==> src/rtl/ptu_pkg.sv <==
package ptu_pkg;

  localparam int ENTRIES_PER_PAGE = 1024;
  localparam int ENTRY_W          = $clog2(ENTRIES_PER_PAGE);
  localparam int STORE_PAGES      = 64;
  localparam int FRAME_W          = 20;
  localparam int PAGE_SHIFT       = 12;
  localparam int WORD_W           = 32;
  localparam int FUNC_W           = 2;
  localparam int ATTR_W           = 12;
  localparam int STATUS_W         = 2;
  localparam int CFG_IDX_W        = 2;
  localparam int IN_DATA_W        = 112;
  localparam int OUT_DATA_W       = 40;

  localparam logic [FRAME_W-1:0] STORE_BASE_RST  = 20'd256;
  localparam logic [FRAME_W-1:0] ALLOC_FIRST_RST = 20'd256;
  localparam logic [FRAME_W-1:0] ALLOC_LAST_RST  = 20'd319;

  localparam logic [CFG_IDX_W-1:0] CFG_STORE_BASE  = 2'd0;
  localparam logic [CFG_IDX_W-1:0] CFG_ALLOC_FIRST = 2'd1;
  localparam logic [CFG_IDX_W-1:0] CFG_ALLOC_LAST  = 2'd2;

  localparam logic [FUNC_W-1:0] FN_MAP   = 2'd0;
  localparam logic [FUNC_W-1:0] FN_UNMAP = 2'd1;
  localparam logic [FUNC_W-1:0] FN_ALLOC = 2'd2;
  localparam logic [FUNC_W-1:0] FN_NONE  = 2'd3;

  typedef enum logic [STATUS_W-1:0] {
    ST_OK        = 2'd0,
    ST_OUTSIDE   = 2'd1,
    ST_EXHAUSTED = 2'd2
  } status_t;

  // jump conditions
  typedef enum logic [3:0] {
    C_NEVER, C_ALWAYS, C_NO_INPUT, C_FUNC_ALLOC, C_FUNC_NONE, C_FUNC_UNMAP,
    C_DIR_OUT, C_PDE_SET, C_TAB_OUT, C_EXH, C_NF_OUT, C_CLR_MORE,
    C_SWEEP_MORE, C_OUT_BUSY
  } cond_t;

  typedef enum logic [1:0] {A_DIR, A_TAB, A_CLR, A_SWEEP} addr_sel_t;
  typedef enum logic [1:0] {W_ZERO, W_PDE, W_PTE} wdata_sel_t;

  localparam int UPC_W = 5;

  localparam logic [UPC_W-1:0] S_SWEEP = 5'd0;
  localparam logic [UPC_W-1:0] S_IDLE  = 5'd1;
  localparam logic [UPC_W-1:0] S_DISP  = 5'd2;
  localparam logic [UPC_W-1:0] S_CHK   = 5'd3;
  localparam logic [UPC_W-1:0] S_RDDIR = 5'd4;
  localparam logic [UPC_W-1:0] S_LDPDE = 5'd5;
  localparam logic [UPC_W-1:0] S_SPLIT = 5'd6;
  localparam logic [UPC_W-1:0] S_MAP   = 5'd7;
  localparam logic [UPC_W-1:0] S_MEXH  = 5'd8;
  localparam logic [UPC_W-1:0] S_MNOUT = 5'd9;
  localparam logic [UPC_W-1:0] S_MTAKE = 5'd10;
  localparam logic [UPC_W-1:0] S_MCLR  = 5'd11;
  localparam logic [UPC_W-1:0] S_MJMP  = 5'd12;
  localparam logic [UPC_W-1:0] S_MHAVE = 5'd13;
  localparam logic [UPC_W-1:0] S_MWDIR = 5'd14;
  localparam logic [UPC_W-1:0] S_MWTAB = 5'd15;
  localparam logic [UPC_W-1:0] S_UNMAP = 5'd16;
  localparam logic [UPC_W-1:0] S_URES  = 5'd17;
  localparam logic [UPC_W-1:0] S_ALLOC = 5'd18;
  localparam logic [UPC_W-1:0] S_ANOUT = 5'd19;
  localparam logic [UPC_W-1:0] S_ATAKE = 5'd20;
  localparam logic [UPC_W-1:0] S_ACLR  = 5'd21;
  localparam logic [UPC_W-1:0] S_ARES  = 5'd22;
  localparam logic [UPC_W-1:0] S_ERR1  = 5'd23;
  localparam logic [UPC_W-1:0] S_ERR2  = 5'd24;
  localparam logic [UPC_W-1:0] S_FIN   = 5'd25;
  localparam logic [UPC_W-1:0] S_NEXT  = 5'd26;

  typedef struct packed {
    cond_t            cond;
    logic [UPC_W-1:0] target;
    addr_sel_t        asel;
    wdata_sel_t       wsel;
    logic             mem_we;
    logic             accept;
    logic             ld_pde;
    logic             ld_tab;
    logic             take;
    logic             cnt_inc;
    logic             set_flush;
    logic             res_rd;
    logic             res_alloc;
    logic             set_status;
    status_t          status;
    logic             out_load;
  } ctrl_t;

  typedef struct packed {
    logic in_valid;
    logic func_alloc;
    logic func_none;
    logic func_unmap;
    logic dir_out;
    logic pde_set;
    logic tab_out;
    logic exh;
    logic nf_out;
    logic clr_more;
    logic sweep_more;
    logic out_busy;
  } flags_t;

  // microprogram
  function automatic ctrl_t ucode(input logic [UPC_W-1:0] step);
    ctrl_t cw;
    cw = '0;
    case (step)
      S_SWEEP: begin
        cw.mem_we = 1'b1; cw.asel = A_SWEEP; cw.wsel = W_ZERO; cw.cnt_inc = 1'b1;
        cw.cond = C_SWEEP_MORE; cw.target = S_SWEEP;
      end
      S_IDLE: begin
        cw.accept = 1'b1; cw.cond = C_NO_INPUT; cw.target = S_IDLE;
      end
      S_DISP: begin
        cw.cond = C_FUNC_ALLOC; cw.target = S_ALLOC;
      end
      S_CHK: begin
        cw.cond = C_FUNC_NONE; cw.target = S_FIN;
      end
      S_RDDIR: begin
        cw.asel = A_DIR; cw.cond = C_DIR_OUT; cw.target = S_ERR1;
      end
      S_LDPDE: begin
        cw.ld_pde = 1'b1;
      end
      S_SPLIT: begin
        cw.ld_tab = 1'b1; cw.cond = C_FUNC_UNMAP; cw.target = S_UNMAP;
      end
      S_MAP: begin
        cw.cond = C_PDE_SET; cw.target = S_MHAVE;
      end
      S_MEXH: begin
        cw.cond = C_EXH; cw.target = S_ERR2;
      end
      S_MNOUT: begin
        cw.cond = C_NF_OUT; cw.target = S_ERR1;
      end
      S_MTAKE: begin
        cw.take = 1'b1;
      end
      S_MCLR: begin
        cw.mem_we = 1'b1; cw.asel = A_CLR; cw.wsel = W_ZERO; cw.cnt_inc = 1'b1;
        cw.cond = C_CLR_MORE; cw.target = S_MCLR;
      end
      S_MJMP: begin
        cw.cond = C_ALWAYS; cw.target = S_MWDIR;
      end
      S_MHAVE: begin
        cw.cond = C_TAB_OUT; cw.target = S_ERR1;
      end
      S_MWDIR: begin
        cw.mem_we = 1'b1; cw.asel = A_DIR; cw.wsel = W_PDE; cw.set_flush = 1'b1;
      end
      S_MWTAB: begin
        cw.mem_we = 1'b1; cw.asel = A_TAB; cw.wsel = W_PTE;
        cw.cond = C_ALWAYS; cw.target = S_FIN;
      end
      S_UNMAP: begin
        cw.asel = A_TAB; cw.cond = C_TAB_OUT; cw.target = S_ERR1;
      end
      S_URES: begin
        cw.res_rd = 1'b1; cw.mem_we = 1'b1; cw.asel = A_TAB; cw.wsel = W_ZERO;
        cw.set_flush = 1'b1; cw.cond = C_ALWAYS; cw.target = S_FIN;
      end
      S_ALLOC: begin
        cw.cond = C_EXH; cw.target = S_ERR2;
      end
      S_ANOUT: begin
        cw.cond = C_NF_OUT; cw.target = S_ERR1;
      end
      S_ATAKE: begin
        cw.take = 1'b1;
      end
      S_ACLR: begin
        cw.mem_we = 1'b1; cw.asel = A_CLR; cw.wsel = W_ZERO; cw.cnt_inc = 1'b1;
        cw.cond = C_CLR_MORE; cw.target = S_ACLR;
      end
      S_ARES: begin
        cw.res_alloc = 1'b1; cw.cond = C_ALWAYS; cw.target = S_FIN;
      end
      S_ERR1: begin
        cw.set_status = 1'b1; cw.status = ST_OUTSIDE;
        cw.cond = C_ALWAYS; cw.target = S_FIN;
      end
      S_ERR2: begin
        cw.set_status = 1'b1; cw.status = ST_EXHAUSTED;
        cw.cond = C_ALWAYS; cw.target = S_FIN;
      end
      S_FIN: begin
        cw.out_load = 1'b1; cw.cond = C_OUT_BUSY; cw.target = S_FIN;
      end
      S_NEXT: begin
        cw.cond = C_ALWAYS; cw.target = S_IDLE;
      end
      default: begin
        cw.cond = C_ALWAYS; cw.target = S_IDLE;
      end
    endcase
    return cw;
  endfunction

endpackage

==> src/rtl/ptu_dpath.sv <==
// datapath: operand registers, frame checks, store addressing, result register
module ptu_dpath #(
  parameter int STORE_PAGES = ptu_pkg::STORE_PAGES,
  localparam int PAW    = $clog2(STORE_PAGES),
  localparam int ADDR_W = PAW + ptu_pkg::ENTRY_W
) (
  input  logic                          clk,
  input  logic                          rst_n,
  input  ptu_pkg::ctrl_t                ctrl,
  output ptu_pkg::flags_t               flags,
  input  logic [ptu_pkg::FRAME_W-1:0]   store_base,
  input  logic [ptu_pkg::FRAME_W-1:0]   alloc_last,
  input  logic                          in_tvalid,
  input  logic [ptu_pkg::IN_DATA_W-1:0] in_tdata,
  input  logic                          out_tready,
  output logic                          out_tvalid,
  output logic [ptu_pkg::OUT_DATA_W-1:0] out_tdata,
  output logic                          mem_we,
  output logic [ADDR_W-1:0]             mem_addr,
  output logic [ptu_pkg::WORD_W-1:0]    mem_wdata,
  input  logic [ptu_pkg::WORD_W-1:0]    mem_rdata
);

  localparam int FW = ptu_pkg::FRAME_W;
  localparam int EW = ptu_pkg::ENTRY_W;
  localparam int WW = ptu_pkg::WORD_W;
  localparam int PS = ptu_pkg::PAGE_SHIFT;
  localparam logic [FW-1:0]     PAGES_F  = FW'(STORE_PAGES);
  localparam logic [ADDR_W-1:0] LAST_W   = ADDR_W'(STORE_PAGES * ptu_pkg::ENTRIES_PER_PAGE - 1);
  localparam logic [EW-1:0]     LAST_ENT = '1;

  logic [ptu_pkg::FUNC_W-1:0]   func_r;
  logic [FW-1:0]                dir_frame_r;
  logic [EW-1:0]                dir_idx_r;
  logic [EW-1:0]                tab_idx_r;
  logic [FW-1:0]                phys_hi_r;
  logic [ptu_pkg::ATTR_W-1:0]   attr_r;
  logic [WW-1:0]                pde_r;
  logic [FW-1:0]                tab_frame_r;
  logic [FW-1:0]                next_free_r;
  logic [ADDR_W-1:0]            cnt_r;
  logic [WW-1:0]                res_r;
  logic [ptu_pkg::STATUS_W-1:0] status_r;
  logic                         flush_r;
  logic                         out_tvalid_r;
  logic [ptu_pkg::OUT_DATA_W-1:0] out_data_r;

  logic [FW-1:0] dir_off;
  logic [FW-1:0] tab_off;
  logic [FW-1:0] nf_off;
  logic          in_fire;
  logic          out_busy;
  logic          out_load;

  assign in_fire  = ctrl.accept & in_tvalid;
  assign out_busy = out_tvalid_r & ~out_tready;
  assign out_load = ctrl.out_load & ~out_busy;

  // offsets from the first held frame, modulo 2^20
  assign dir_off = dir_frame_r - store_base;
  assign tab_off = tab_frame_r - store_base;
  assign nf_off  = next_free_r - store_base;

  always_comb begin
    flags.in_valid   = in_tvalid;
    flags.func_alloc = (func_r == ptu_pkg::FN_ALLOC);
    flags.func_none  = (func_r == ptu_pkg::FN_NONE);
    flags.func_unmap = (func_r == ptu_pkg::FN_UNMAP);
    flags.dir_out    = ~(dir_off < PAGES_F);
    flags.pde_set    = (pde_r != '0);
    flags.tab_out    = ~(tab_off < PAGES_F);
    flags.exh        = (next_free_r > alloc_last);
    flags.nf_out     = ~(nf_off < PAGES_F);
    flags.clr_more   = (cnt_r[EW-1:0] != LAST_ENT);
    flags.sweep_more = (cnt_r != LAST_W);
    flags.out_busy   = out_busy;
  end

  always_comb begin
    case (ctrl.asel)
      ptu_pkg::A_DIR:   mem_addr = {dir_off[PAW-1:0], dir_idx_r};
      ptu_pkg::A_TAB:   mem_addr = {tab_off[PAW-1:0], tab_idx_r};
      ptu_pkg::A_CLR:   mem_addr = {tab_off[PAW-1:0], cnt_r[EW-1:0]};
      ptu_pkg::A_SWEEP: mem_addr = cnt_r;
      default:          mem_addr = cnt_r;
    endcase
  end

  always_comb begin
    case (ctrl.wsel)
      ptu_pkg::W_ZERO: mem_wdata = '0;
      ptu_pkg::W_PDE:  mem_wdata = pde_r | {{(WW-ptu_pkg::ATTR_W){1'b0}}, attr_r};
      ptu_pkg::W_PTE:  mem_wdata = {phys_hi_r, attr_r};
      default:         mem_wdata = '0;
    endcase
  end

  assign mem_we = ctrl.mem_we;

  // control state
  always_ff @(posedge clk) begin
    if (!rst_n) begin
      next_free_r  <= ptu_pkg::ALLOC_FIRST_RST;
      cnt_r        <= '0;
      out_tvalid_r <= 1'b0;
    end else begin
      if (ctrl.take) next_free_r <= next_free_r + 1'b1;
      if (ctrl.cnt_inc) cnt_r <= cnt_r + 1'b1;
      if (out_load) begin
        out_tvalid_r <= 1'b1;
      end else if (out_tready) begin
        out_tvalid_r <= 1'b0;
      end
    end
  end

  // payload
  always_ff @(posedge clk) begin
    if (in_fire) begin
      func_r      <= in_tdata[1:0];
      dir_frame_r <= in_tdata[33:14];
      dir_idx_r   <= in_tdata[65:56];
      tab_idx_r   <= in_tdata[55:46];
      phys_hi_r   <= in_tdata[97:78];
      attr_r      <= in_tdata[109:98];
    end
    if (ctrl.ld_pde) pde_r <= mem_rdata;
    if (ctrl.take)   pde_r <= {next_free_r, {(PS-1){1'b0}}, 1'b1};
    if (ctrl.ld_tab) tab_frame_r <= pde_r[WW-1:PS];
    if (ctrl.take)   tab_frame_r <= next_free_r;
    if (in_fire) begin
      res_r    <= '0;
      status_r <= ptu_pkg::ST_OK;
      flush_r  <= 1'b0;
    end
    if (ctrl.res_rd)     res_r    <= {mem_rdata[WW-1:PS], {PS{1'b0}}};
    if (ctrl.res_alloc)  res_r    <= {tab_frame_r, {PS{1'b0}}};
    if (ctrl.set_status) status_r <= ctrl.status;
    if (ctrl.set_flush)  flush_r  <= 1'b1;
    if (out_load) out_data_r <= {5'b0, flush_r, status_r, res_r};
  end

  assign out_tvalid = out_tvalid_r;
  assign out_tdata  = out_data_r;

endmodule
==> config.mk <==
export PLATFORM = sky130hd
export DESIGN_NAME = ptu_dpath
export DESIGN_NICKNAME = d
export VERILOG_FILES = /design/src/rtl/ptu_pkg.sv /design/src/rtl/ptu_dpath.sv
export SDC_FILE = /design/constraint.sdc
export NUM_CORES = 1
export LEC_CHECK = 0
export BUFFER_PORTS_ARGS = -buffer_cell sky130_fd_sc_hd__buf_2
export CORE_MARGIN = 2
export CORE_UTILIZATION = 55
export CTS_BUF_LIST = sky130_fd_sc_hd__clkbuf_8
export CTS_CLUSTER_SIZE = 20
export DETAILED_ROUTE_END_ITERATION = 10
export GPL_TIMING_DRIVEN = 0
export PLACE_DENSITY_LB_ADDON = 0.25
export SLEW_MARGIN = 20
export SYNTH_ARGS = -nofsm -noshare
export SYNTH_HDL_FRONTEND = slang
export SYNTH_SLANG_ARGS = --single-unit
==> constraint.sdc <==
create_clock -name clk -period 6.8 [get_ports clk]
set_clock_uncertainty 0.2 [all_clocks]
set_input_delay 0.34 -clock clk [delete_from_list [all_inputs] [get_ports clk]]
set_output_delay 0.34 -clock clk [all_outputs]
set_load 0.03 [all_outputs]
==> insert_results.sql, run 1 <==
INSERT INTO impl_metrics (metric_group, metric, value, unit) VALUES
('sta', 'share_of_the_clock_period_used_by_the_worst_path', '64.98', '%'),
('placement', 'dpl.hpwl', '23.84', 'mm'),
('sta', 'max_clock_freq', '226.3', 'MHz'),
('placement', 'place.gp.congestion', '0.8857', ''),
('final_layout', 'finalNetCount', '1876', ''),
('logic_synthesis', 'postSynthRegisterBits', '209', ''),
('final_layout', 'post-route-util', '71.78', '%'),
('final_layout', 'area_growth_syn_to_layout', '29.39', '%'),
('worst_hold_path', 'hp-start', 'ctrl[11]', ''),
('power', 'leakagePower', '0.006893', 'uW'),
('global_routing', 'grt_max_degree', '63', ''),
('logic_synthesis', 'synth_top_area_share', '39.81', '%'),
('global_routing', 'grt_first_pass_wirelength', '51.57', 'mm'),
('logic_synthesis', 'synthesis.instances', '1163', ''),
('sta', 'timing.setup.tns', '0', 'ps'),
('sta', 'worst_slew_pin_slew', '849.4', 'ps'),
('power', 'clock_share_of_power', '33.4', '%'),
('clock_network', 'cts.sink_count', '209', ''),
('drt', 'drt-total-wl', '33.79', 'mm'),
('die', 'floorplan.initialDensity', '55.47', '%'),
('power', 'combinationalPowerShare', '20.5', '%'),
('logic_synthesis', 'post-synth-top-count-cell', 'sky130_fd_sc_hd__edfxtp_1', ''),
('sta', 'rsz0062_at_grt', 'false', ''),
('critical_path', 'end_kind', 'output port', ''),
('logic_synthesis', 'synth.lib_cells_used.distinct', '79', ''),
('logic_synthesis', 'yosysSeqAreaShare', '48.15', '%'),
('critical_path', 'worst_setup_path_startpoint', 'tab_frame_r[0]', ''),
('drt', 'drtIter0Drc', '652', ''),
('logic_synthesis', 'ys_top_cells_by_count', 'sky130_fd_sc_hd__edfxtp_1, sky130_fd_sc_hd__nand2_1, sky130_fd_sc_hd__nor2_1', ''),
('logic_synthesis', 'synth.cell_area', '11990', 'sq um'),
('sta', 'worst_slew_margin_relative_to_its_limit', '43.37', '%'),
('sta', 'final_hold_viol_count', '0', ''),
('die', 'placement_rows', '54', ''),
('critical_path', 'critical_path.max_fanout', '3', ''),
('drt', 'via_count', '10536', ''),
('outcome', 'outcome', 'complete, no violations', ''),
('sta', 'finalWorstPathRequiredPeriod', '4419', 'ps'),
('critical_path', 'critPathLaunchType', 'flop', ''),
('clock_network', 'clock-root-buffer', 'sky130_fd_sc_hd__clkbuf_8', ''),
('clock_network', 'cts_post_setup_buffers_inserted', '0', ''),
('worst_hold_path', 'min_path_type', 'in -> reg', ''),
('critical_path', 'timing_worst_setup_path_type', 'reg -> out', ''),
('global_routing', 'initial_antenna_violation_count', '2', ''),
('critical_path', 'worst_ep_required_time', '6260', 'ps'),
('die', 'die_h', '151.7', 'um'),
('die', 'core', '21620', 'sq um'),
('drt', 'ant_nets', '0', ''),
('clock_network', 'clk_transition_reported_paths', '60', 'ps'),
('final_layout', 'layout-drive-gt1-share', '22.08', '%'),
('power', 'internal_power', '2318', 'uW'),
('power', 'power-per-cell-area', '212.8', 'nW/um^2'),
('drt', 'detail_route.vias_per_cell', '5.578', ''),
('drt', 'avgRoutedWirePerCell', '17.89', 'um'),
('die', 'die_w', '151.7', 'um'),
('logic_synthesis', 'ys.flop_type', 'sky130_fd_sc_hd__edfxtp_1', ''),
('global_routing', 'grt_use_total', '28.94', '%'),
('global_routing', 'overflow', '0', ''),
('sta', 'post_route_worst_hold_slack', '56.06', 'ps'),
('critical_path', 'critical_path.reg2reg.startpoint', 'next_free_r[3]', ''),
('die', 'floorplan.die_area', '23000', 'sq um'),
('global_routing', 'number_of_global_route_vias_before_repair', '10199', ''),
('clock_network', 'clk_path_buf_depth', '3', ''),
('logic_synthesis', 'synth_area_leaders', 'sky130_fd_sc_hd__edfxtp_1, sky130_fd_sc_hd__dfxtp_1, sky130_fd_sc_hd__ha_1, sky130_fd_sc_hd__nand2_1, sky130_fd_sc_hd__xnor2_1', ''),
('logic_synthesis', 'post_synth_edffs', '159', ''),
('drt', 'drt_pre_antenna_iters', '5', ''),
('sta', 'drv_slew', '0', ''),
('final_layout', 'num-fill-cells', '1610', ''),
('logic_synthesis', 'fraction_of_registers_with_async_set_or_reset_after_synthesis', '0', '%'),
('final_layout', 'final_cell_count_no_fill', '1889', ''),
('logic_synthesis', 'post-synth-top-area-cell', 'sky130_fd_sc_hd__edfxtp_1', ''),
('placement', 'placed_instances', '1706', '');
[kinds of logic (layout without fill, tap and decap cells)]
| family | Yosys count | in the layout | synth area share [%] |
|---|---|---|---|
| xor gates and xnor gates | 47 | 47 | 3.432 |
| and+or+nand+nor | 365 | 365 | 14.91 |
| AOI/OAI and AO/OA | 274 | 274 | 15.52 |
| buffers and inverters | 135 | 564 | 4.861 |
| muxes | 50 | 50 | 4.413 |
| adders and majority gates | 82 | 82 | 8.679 |
| other | 1 | 18 | 0.03127 |
| DFF | 209 | 209 | 48.15 |
[power groups by stage]
stage          clock network [uW]  logic (uW)  registers, uW
2_1_floorplan                   0         410           1550
3_3_place_gp                    0         597           1550
3_5_place_dp                    0         611           1550
4_1_cts                      1120         665           1520
5_1_grt                      1170         739           1530
6_report                     1100         677           1520
[flip-flops by register name (all words and copies together) (netlist names), 10 cells and up]
register	flops
next_free_r	20
dir_idx_r	10
tab_idx_r	10
attr_r	12
out_tdata	23
pde_r	32
phys_hi_r	20
cnt_r	16
res_r	20
dir_frame_r	20
tab_frame_r	20
[metrics by stage]
stage          power [uW]  worst slack [ps]  cell area [sq um]
3_3_place_gp         2143              2627              13630
4_1_cts              3303              2374              15520
3_5_place_dp         2157              2818              13670
2_1_floorplan        1959              3357              12050
6_report             3302              2381              15520
5_1_grt              3439              2128              15520
[layer usage]
metal / track usage (%) / wire, um / up-vias
met5: 0 / 24 / -
met1: 36.10 / 13370 / 4886
met2: 49.57 / 16510 / 467
li1: - / - / 5089
met3: 6.168 / 2724 / 90
met4: 10.65 / 1155 / 4
[area by class of cell]
type	instances	area, sq um	area share [%]
Buffer	65	320.3	2.064
Multi-Input combinational cell	835	5698	36.72
Clock inverter	29	167.7	1.080
Tap cell	280	350.3	2.258
Clock buffer	38	523.0	3.370
Sequential cell	209	5776	37.22
Antenna cell	1	2.502	0.01613
Timing Repair Buffer	362	2416	15.57
Inverter	70	265.3	1.709
[critical path, cell delays in order, from the launching register on]
cell and delay (ps):
sky130_fd_sc_hd__edfxtp_1 400, sky130_fd_sc_hd__inv_1 120, sky130_fd_sc_hd__ha_1 190, sky130_fd_sc_hd__fa_1 220, sky130_fd_sc_hd__nor2b_1 70, sky130_fd_sc_hd__o31a_1 290
sky130_fd_sc_hd__o31ai_1 460, sky130_fd_sc_hd__nand2_1 130, sky130_fd_sc_hd__xnor2_1 150, sky130_fd_sc_hd__a2111o_1 320, sky130_fd_sc_hd__a41oi_1 180, sky130_fd_sc_hd__nand4_1 190
sky130_fd_sc_hd__a2111oi_2 360, sky130_fd_sc_hd__nand2_1 80, sky130_fd_sc_hd__buf_2 180
[repair_timing]
item	4_1_cts	5_1_grt
hold endpoints to repair	123	0
gates resized for setup	0	0
hold buffers	115	0
[final timing paths]
kind	to	cells after the start	slack, ps
setup reg to reg	next_free_r[19]	7	4480
setup / recovery	flags[5]	14	2380
hold / removal	status_r[0]	3	60
hold reg to reg	out_tdata[13]	0	220
[layout by cell type, fill, tap and decap left out, types with 50 or more instances in the layout]
cell                            count
sky130_fd_sc_hd__a21oi_1           60
sky130_fd_sc_hd__inv_1             82
sky130_fd_sc_hd__edfxtp_1         159
sky130_fd_sc_hd__nor2_1            83
sky130_fd_sc_hd__buf_2            246
sky130_fd_sc_hd__ha_1              80
sky130_fd_sc_hd__nand2_1          109
sky130_fd_sc_hd__dlygate4sd3_1    115
sky130_fd_sc_hd__dfxtp_1           50
sky130_fd_sc_hd__o21ai_0           61
(Power assumes the default switching activity.)
==> run 2, diff against run 1 <==
--- a/config.mk
+++ b/config.mk
@@ -5,6 +5,7 @@
 export SDC_FILE = /design/constraint.sdc
 export NUM_CORES = 1
 export LEC_CHECK = 0
+export ABC_AREA = 1
 export BUFFER_PORTS_ARGS = -buffer_cell sky130_fd_sc_hd__buf_2
 export CORE_MARGIN = 2
 export CORE_UTILIZATION = 55
==> constraint.sdc (replaced) <==
create_clock -name clk -period 4.3 [get_ports clk]
set_clock_uncertainty 0.2 [all_clocks]
set_input_delay 0.215 -clock clk [delete_from_list [all_inputs] [get_ports clk]]
set_output_delay 0.215 -clock clk [all_outputs]
set_load 0.03 [all_outputs]
==> insert_results.sql, run 2 <==
INSERT INTO impl_metrics (metric_group, metric, value, unit) VALUES
('drt', 'detail_route.vias_per_cell', '5.297', ''),
('die', 'floorplan.initialDensity', '56.29', '%'),
('global_routing', 'grt_util_met3', '5.926', '%'),
('final_layout', 'num-fill-cells', '1715', ''),
('clock_network', 'cts_post_setup_buffers_inserted', '0', ''),
('global_routing', 'global_route.peak_usage_layer', 'met2', ''),
('logic_synthesis', 'post-synth-top-count-cell', 'sky130_fd_sc_hd__nand2_1', ''),
('clock_network', 'insertion_delay', '540', 'ps'),
('clock_network', 'cts_tree', 'done', ''),
('final_layout', 'layout_commonest_cell', 'sky130_fd_sc_hd__nand2_1', ''),
('global_routing', 'number_of_global_route_vias_before_repair', '12139', ''),
('critical_path', 'crit_arrival', '2940', 'ps'),
('sta', 'finalWorstPathRequiredPeriod', '3355', 'ps'),
('sta', 'drv_slew', '0', ''),
('drt', 'avgRoutedWirePerCell', '16.34', 'um'),
('clock_network', 'cts.hold.buffers_added', '125', ''),
('sta', 'timing.setup.tns', '0', 'ps'),
('drt', 'drt-total-wl', '38.61', 'mm'),
('clock_network', 'clock-root-buffer', 'sky130_fd_sc_hd__clkbuf_8', ''),
('global_routing', 'grt_first_pass_wirelength', '60.14', 'mm'),
('final_layout', 'post-route-util', '72.55', '%'),
('sta', 'max_clock_freq', '298.1', 'MHz'),
('drt', 'drtIter0Drc', '1113', ''),
('die', 'placement_rows', '55', ''),
('placement', 'place.gp.congestion', '0.9151', ''),
('power', 'finalPower', '5381', 'uW'),
('sta', 'setup_violations', '0', ''),
('global_routing', 'initial_antenna_violation_count', '0', ''),
('logic_synthesis', 'post-synth-top-area-cell', 'sky130_fd_sc_hd__edfxtp_1', ''),
('power', 'power-per-cell-area', '326.6', 'nW/um^2'),
('clock_network', 'post_cts_gate_resize_count', '0', ''),
('clock_network', 'clk_path_buf_depth', '3', ''),
('final_layout', 'seq_area', '5776', 'sq um'),
('die', 'floorplan.die_area', '24480', 'sq um'),
('logic_synthesis', 'fraction_of_registers_with_async_set_or_reset_after_synthesis', '0', '%'),
('die', 'die_h', '156.5', 'um'),
('power', 'leakagePower', '0.008191', 'uW'),
('clock_network', 'cts.htree.levels', '2', ''),
('worst_hold_path', 'min_path_type', 'in -> reg', ''),
('flow_run', 'cap_violations', '0', ''),
('final_layout', 'area_growth_syn_to_layout', '28.88', '%'),
('drt', 'ant_nets', '0', ''),
('logic_synthesis', 'postSynthAreaPerCell', '7.872', 'sq um'),
('sta', 'post_route_worst_hold_slack', '134.8', 'ps'),
('power', 'irDropWorstVdd', '0.0002817', 'V'),
('final_layout', 'multiInputGateArea', '5854', 'sq um'),
('logic_synthesis', 'ys.flop_type', 'sky130_fd_sc_hd__edfxtp_1', ''),
('sta', 'share_of_the_clock_period_used_by_the_worst_path', '78.02', '%'),
('logic_synthesis', 'ys.warnings.count', '0', ''),
('logic_synthesis', 'synthesis.instances', '1624', ''),
('placement', 'portBuffers', '247', ''),
('critical_path', 'end_kind', 'output port', ''),
('sta', 'rsz0062_at_grt', 'false', ''),
('sta', 'worst_slew_pin_slew', '879.2', 'ps'),
('critical_path', 'timing_worst_setup_path_type', 'reg -> out', ''),
('logic_synthesis', 'post_synth_edffs', '159', ''),
('sta', 'final_hold_viol_count', '0', ''),
('global_routing', 'grt.met2_usage', '53.47', '%'),
('drt', 'drt_drc_violations_left', '0', ''),
('logic_synthesis', 'yosysSeqAreaShare', '45.18', '%'),
('critical_path', 'critPathLaunchType', 'flop', ''),
('critical_path', 'worst_ep_required_time', '3880', 'ps'),
('logic_synthesis', 'synth_top_area_share', '37.35', '%'),
('placement', 'dpl.hpwl', '27.47', 'mm'),
('clock_network', 'clk_transition_reported_paths', '60', 'ps'),
('global_routing', 'grt_util_met1', '39.43', '%'),
('outcome', 'outcome', 'complete, no violations', ''),
('clock_network', 'cts.sink_count', '209', ''),
('sta', 'worst_slew_margin_relative_to_its_limit', '41.25', '%'),
('final_layout', 'largest_register_ffs', '32', ''),
('drt', 'via_count', '12517', ''),
('global_routing', 'overflow', '0', ''),
('clock_network', 'cts_made_buffers', '36', ''),
('final_layout', 'largest-register', 'pde_r', ''),
('final_layout', 'layout-drive-gt1-share', '16.90', '%'),
('die', 'core', '22710', 'sq um'),
('global_routing', 'grt_max_degree', '49', ''),
('die', 'io_pins', '316', ''),
('drt', 'drt_pre_antenna_iters', '6', ''),
('logic_synthesis', 'synth_area_leaders', 'sky130_fd_sc_hd__edfxtp_1, sky130_fd_sc_hd__nand2_1, sky130_fd_sc_hd__dfxtp_1, sky130_fd_sc_hd__ha_1, sky130_fd_sc_hd__inv_1', ''),
('die', 'die_w', '156.5', 'um'),
('final_layout', 'finalNetCount', '2348', ''),
('final_layout', 'mostFrequentLayoutCells', 'sky130_fd_sc_hd__nand2_1, sky130_fd_sc_hd__inv_1, sky130_fd_sc_hd__buf_2', ''),
('logic_synthesis', 'synth.cell_area', '12780', 'sq um'),
('logic_synthesis', 'postSynthRegisterBits', '209', ''),
('logic_synthesis', 'synth.lib_cells_used.distinct', '46', ''),
('critical_path', 'critical_path.max_fanout', '3', ''),
('global_routing', 'grt_use_total', '31.36', '%'),
('logic_synthesis', 'ys_top_cells_by_count', 'sky130_fd_sc_hd__nand2_1, sky130_fd_sc_hd__inv_1, sky130_fd_sc_hd__edfxtp_1', '');
[run 2: power by group]
part           switching (uW)  leakage (uW)  internal (uW)
sequential               67.2       0.00200           2320
combinational             703       0.00578            416
clock                     836      0.000405           1040
[run 2: layout make-up]
| class | count | share of cell area, % |
|---|---|---|
| diodes | 1 | 0.01519 |
| inverters | 255 | 5.825 |
| well taps | 285 | 2.164 |
| multi-input cells | 1128 | 35.53 |
| clock inverters | 20 | 0.9113 |
| clock buffers | 43 | 3.592 |
| plain buffers | 48 | 1.572 |
| repair buffers | 374 | 15.33 |
| flip-flops and latches | 209 | 35.05 |
[run 2: kinds of logic (layout without fill, tap and decap cells)]
group	Yosys count	after routing	share of synthesized area [%]
AND/OR/NAND/NOR	795	795	26.25
buffers and inverters	303	740	9.514
XOR/XNOR	18	18	1.233
flip-flops	209	209	45.18
AO/OA/AOI/OAI	216	216	9.650
other	1	18	0.02933
adder cells (fa/ha/maj)	82	82	8.143
[run 2: path summary, 6_finish.rpt]
| kind | slack [ps] | to | cells after the start | start |
|---|---|---|---|---|
| setup / recovery | 950 | flags[5] | 16 | tab_frame_r[0] |
| hold / removal | 130 | dir_frame_r[19] | 3 | ctrl[11] |
| setup reg to reg | 2240 | next_free_r[18] | 8 | next_free_r[1] |
| hold reg to reg | 200 | out_tdata[23] | 0 | res_r[23] |
[run 2: per-stage QoR]
step,setup slack [ps],cell area (sq um),instances
floorplan,1731,12840,1640
global placement,944.4,14440,2172
detailed placement,1595,14480,2174
CTS,1028,16470,2362
global route,731.4,16470,2362
finish,945.1,16480,2363
[run 2: metal layers]
| metal | vias up | share of wire [%] | wire length [um] |
|---|---|---|---|
| met1 | 5627 | 40 | 15460 |
| met4 | 0 | 3.6 | 1398 |
| met2 | 614 | 48 | 18400 |
| met5 | - | 0 | 0 |
| li1 | 6164 | - | - |
| met3 | 112 | 8.7 | 3353 |
[run 2: worst max-delay path, stage by stage, from the launching register on]
cell                       delay, ps
sky130_fd_sc_hd__edfxtp_1        320
sky130_fd_sc_hd__inv_1           100
sky130_fd_sc_hd__ha_1            220
sky130_fd_sc_hd__fa_1            400
sky130_fd_sc_hd__inv_1           100
sky130_fd_sc_hd__nand3_1          70
sky130_fd_sc_hd__nand3_1         160
sky130_fd_sc_hd__nand2_1         100
sky130_fd_sc_hd__nand2_1          60
sky130_fd_sc_hd__nand2_1          50
sky130_fd_sc_hd__nand2_1          60
sky130_fd_sc_hd__nand3_1          70
sky130_fd_sc_hd__nor2_1          160
sky130_fd_sc_hd__nand2_1          90
sky130_fd_sc_hd__nor2_1          170
sky130_fd_sc_hd__nand3_1         100
sky130_fd_sc_hd__buf_2           190
==> run 3, diff against run 2 <==
==> constraint.sdc (replaced) <==
create_clock -name clk -period 3.24 [get_ports clk]
set_clock_uncertainty 0.2 [all_clocks]
set_input_delay 0.162 -clock clk [delete_from_list [all_inputs] [get_ports clk]]
set_output_delay 0.162 -clock clk [all_outputs]
set_load 0.03 [all_outputs]
==> insert_results.sql, run 3 (synthesized netlist as in run 2, its figures left out) <==
INSERT INTO impl_metrics (metric_group, metric, value, unit) VALUES
('final_layout', 'layout-drive-gt1-share', '18.37', '%'),
('clock_network', 'insertion_delay', '540', 'ps'),
('critical_path', 'timing_worst_setup_path_type', 'reg -> out', ''),
('critical_path', 'critPathLaunchType', 'flop', ''),
('critical_path', 'end_kind', 'output port', ''),
('drt', 'avgRoutedWirePerCell', '16.39', 'um'),
('final_layout', 'num-fill-cells', '1698', ''),
('sta', 'max_clock_freq', '324.1', 'MHz'),
('global_routing', 'grt_first_pass_wirelength', '60.14', 'mm'),
('die', 'die_w', '156.5', 'um'),
('critical_path', 'crit_arrival', '2720', 'ps'),
('clock_network', 'cts.htree.levels', '2', ''),
('worst_hold_path', 'min_path_type', 'in -> reg', ''),
('power', 'irDropWorstVdd', '0.0003782', 'V'),
('global_routing', 'initial_antenna_violation_count', '0', ''),
('sta', 'drv_slew', '0', ''),
('flow_run', 'cap_violations', '0', ''),
('final_layout', 'multiInputGateArea', '5959', 'sq um'),
('clock_network', 'clk_path_buf_depth', '3', ''),
('global_routing', 'number_of_global_route_vias_before_repair', '12139', ''),
('critical_path', 'r2r_cells', '8', ''),
('clock_network', 'cts_tree', 'done', ''),
('critical_path', 'cp_common_cell', 'sky130_fd_sc_hd__nand2_1', ''),
('clock_network', 'clk_transition_reported_paths', '60', 'ps'),
('die', 'die_h', '156.5', 'um'),
('clock_network', 'cts.sink_count', '209', ''),
('final_layout', 'finalNetCount', '2351', ''),
('critical_path', 'critical-path-slowest-cell', 'sky130_fd_sc_hd__edfxtp_1', ''),
('global_routing', 'overflow', '0', ''),
('sta', 'post_route_worst_hold_slack', '79.93', 'ps'),
('sta', 'share_of_the_clock_period_used_by_the_worst_path', '95.22', '%'),
('critical_path', 'cp_cell_sequence', 'ha_1 > nand2_2 > inv_1 > nand2_1 > nand2_1 > a21oi_1 > nand2_1 > nand2_1 > nand2_1 > nor2_2 > nand2_1 > nor2_2 > nand3_1 > buf_4', ''),
('placement', 'place.gp.congestion', '0.9151', ''),
('sta', 'finalWorstPathRequiredPeriod', '3085', 'ps'),
('sta', 'worst_slew_margin_relative_to_its_limit', '41.37', '%'),
('die', 'io_pins', '316', ''),
('critical_path', 'worst_ep_required_time', '2880', 'ps'),
('placement', 'dpl.hpwl', '27.47', 'mm'),
('sta', 'worst_slew_pin_slew', '877.4', 'ps'),
('final_layout', 'seq_area', '5784', 'sq um'),
('final_layout', 'largest_register_ffs', '32', ''),
('sta', 'final_hold_viol_count', '0', ''),
('die', 'placement_rows', '55', ''),
('die', 'floorplan.die_area', '24480', 'sq um'),
('drt', 'via_count', '12649', ''),
('global_routing', 'grt_use_total', '31.36', '%'),
('final_layout', 'largest-register', 'pde_r', ''),
('die', 'core', '22710', 'sq um'),
('global_routing', 'grt_max_degree', '49', ''),
('clock_network', 'cts_made_buffers', '36', ''),
('drt', 'drt-total-wl', '38.78', 'mm'),
('critical_path', 'critical_path.max_fanout', '5', ''),
('final_layout', 'mostFrequentLayoutCells', 'sky130_fd_sc_hd__nand2_1, sky130_fd_sc_hd__inv_1, sky130_fd_sc_hd__buf_2', ''),
('drt', 'ant_nets', '0', ''),
('final_layout', 'post-route-util', '73.16', '%'),
('drt', 'drt_pre_antenna_iters', '7', ''),
('worst_hold_path', 'hold_depth', '3', ''),
('drt', 'drt_drc_violations_left', '0', ''),
('power', 'leakagePower', '0.008205', 'uW'),
('die', 'floorplan.initialDensity', '56.29', '%'),
('clock_network', 'clock-root-buffer', 'sky130_fd_sc_hd__clkbuf_8', ''),
('placement', 'place_ws', '588.0', 'ps'),
('critical_path', 'critPathMaxStageDelay', '450', 'ps'),
('power', 'power-per-cell-area', '431.6', 'nW/um^2'),
('power', 'finalPower', '7171', 'uW'),
('sta', 'final_setup_margin', '154.8', 'ps'),
('placement', 'portBuffers', '247', ''),
('final_layout', 'layout_commonest_cell', 'sky130_fd_sc_hd__nand2_1', ''),
('final_layout', 'area_growth_syn_to_layout', '29.97', '%'),
('sta', 'setup_violations', '0', ''),
('outcome', 'outcome', 'complete, no violations', ''),
('drt', 'drtIter0Drc', '1157', ''),
('drt', 'detail_route.vias_per_cell', '5.346', '');
[run 3: cell count changes in the layout (fill, tap and decap cells not counted), sizes merged]
cell | previous run | this run
buf | 274 | 277
[run 3: where the power goes]
group | internal, uW | leakage (uW) | switching (uW) | total [uW]
sequential | 3080 | 0.00201 | 90.4 | 3170
clock | 1370 | 0.000405 | 1110 | 2490
combinational | 567 | 0.00579 | 943 | 1510
total | 5020 | 0.00820 | 2150 | 7170
[run 3: what timing repair did]
item,CTS,global route
hold buffers,125,0
endpoints found under the hold margin,159,0
gates resized for setup,0,33
buffers inserted,0,3
endpoints found under the setup margin,0,3
[run 3: cell type report]
type / count / share of cell area [%]
Clock inverter: 20 / 0.9037
Inverter: 255 / 5.776
Timing Repair Buffer: 377 / 15.36
Multi-Input combinational cell: 1128 / 35.87
Tap cell: 285 / 2.146
Antenna cell: 1 / 0.01506
Sequential cell: 209 / 34.81
Clock buffer: 43 / 3.562
Buffer: 48 / 1.559
[run 3: per-layer routing]
metal / share of wire [%] / track usage, %
met5: 0 / 0
met2: 48 / 53.47
met3: 8.6 / 5.926
met4: 3.4 / 12.41
met1: 40 / 39.43
[run 3: path summary, 6_finish.rpt]
kind	start	slack, ps	end
worst min register to register	res_r[23]	200	out_tdata[23]
worst min-delay path	ctrl[11]	80	dir_frame_r[19]
worst max-delay path	tab_frame_r[11]	150	flags[5]
worst max register to register	next_free_r[1]	1190	next_free_r[18]
[run 3: worst max-delay path: cells and delay by family, from the launching register on]
kind | cells | cell delay, ps
compound gates | 1 | 200
fa+ha+maj | 1 | 380
buf+inv | 2 | 220
flops | 1 | 450
simple gates | 10 | 920
[run 3: stage by stage]
stage / area, sq um / setup TNS, ps / cells
final: 16610 / 0 / 2366
after global placement: 14440 / -125.1 / 2172
after floorplan: 12840 / 0 / 1640
after global routing: 16610 / -0.3797 / 2365
after CTS: 16470 / 0 / 2362
after detailed placement: 14480 / 0 / 2174
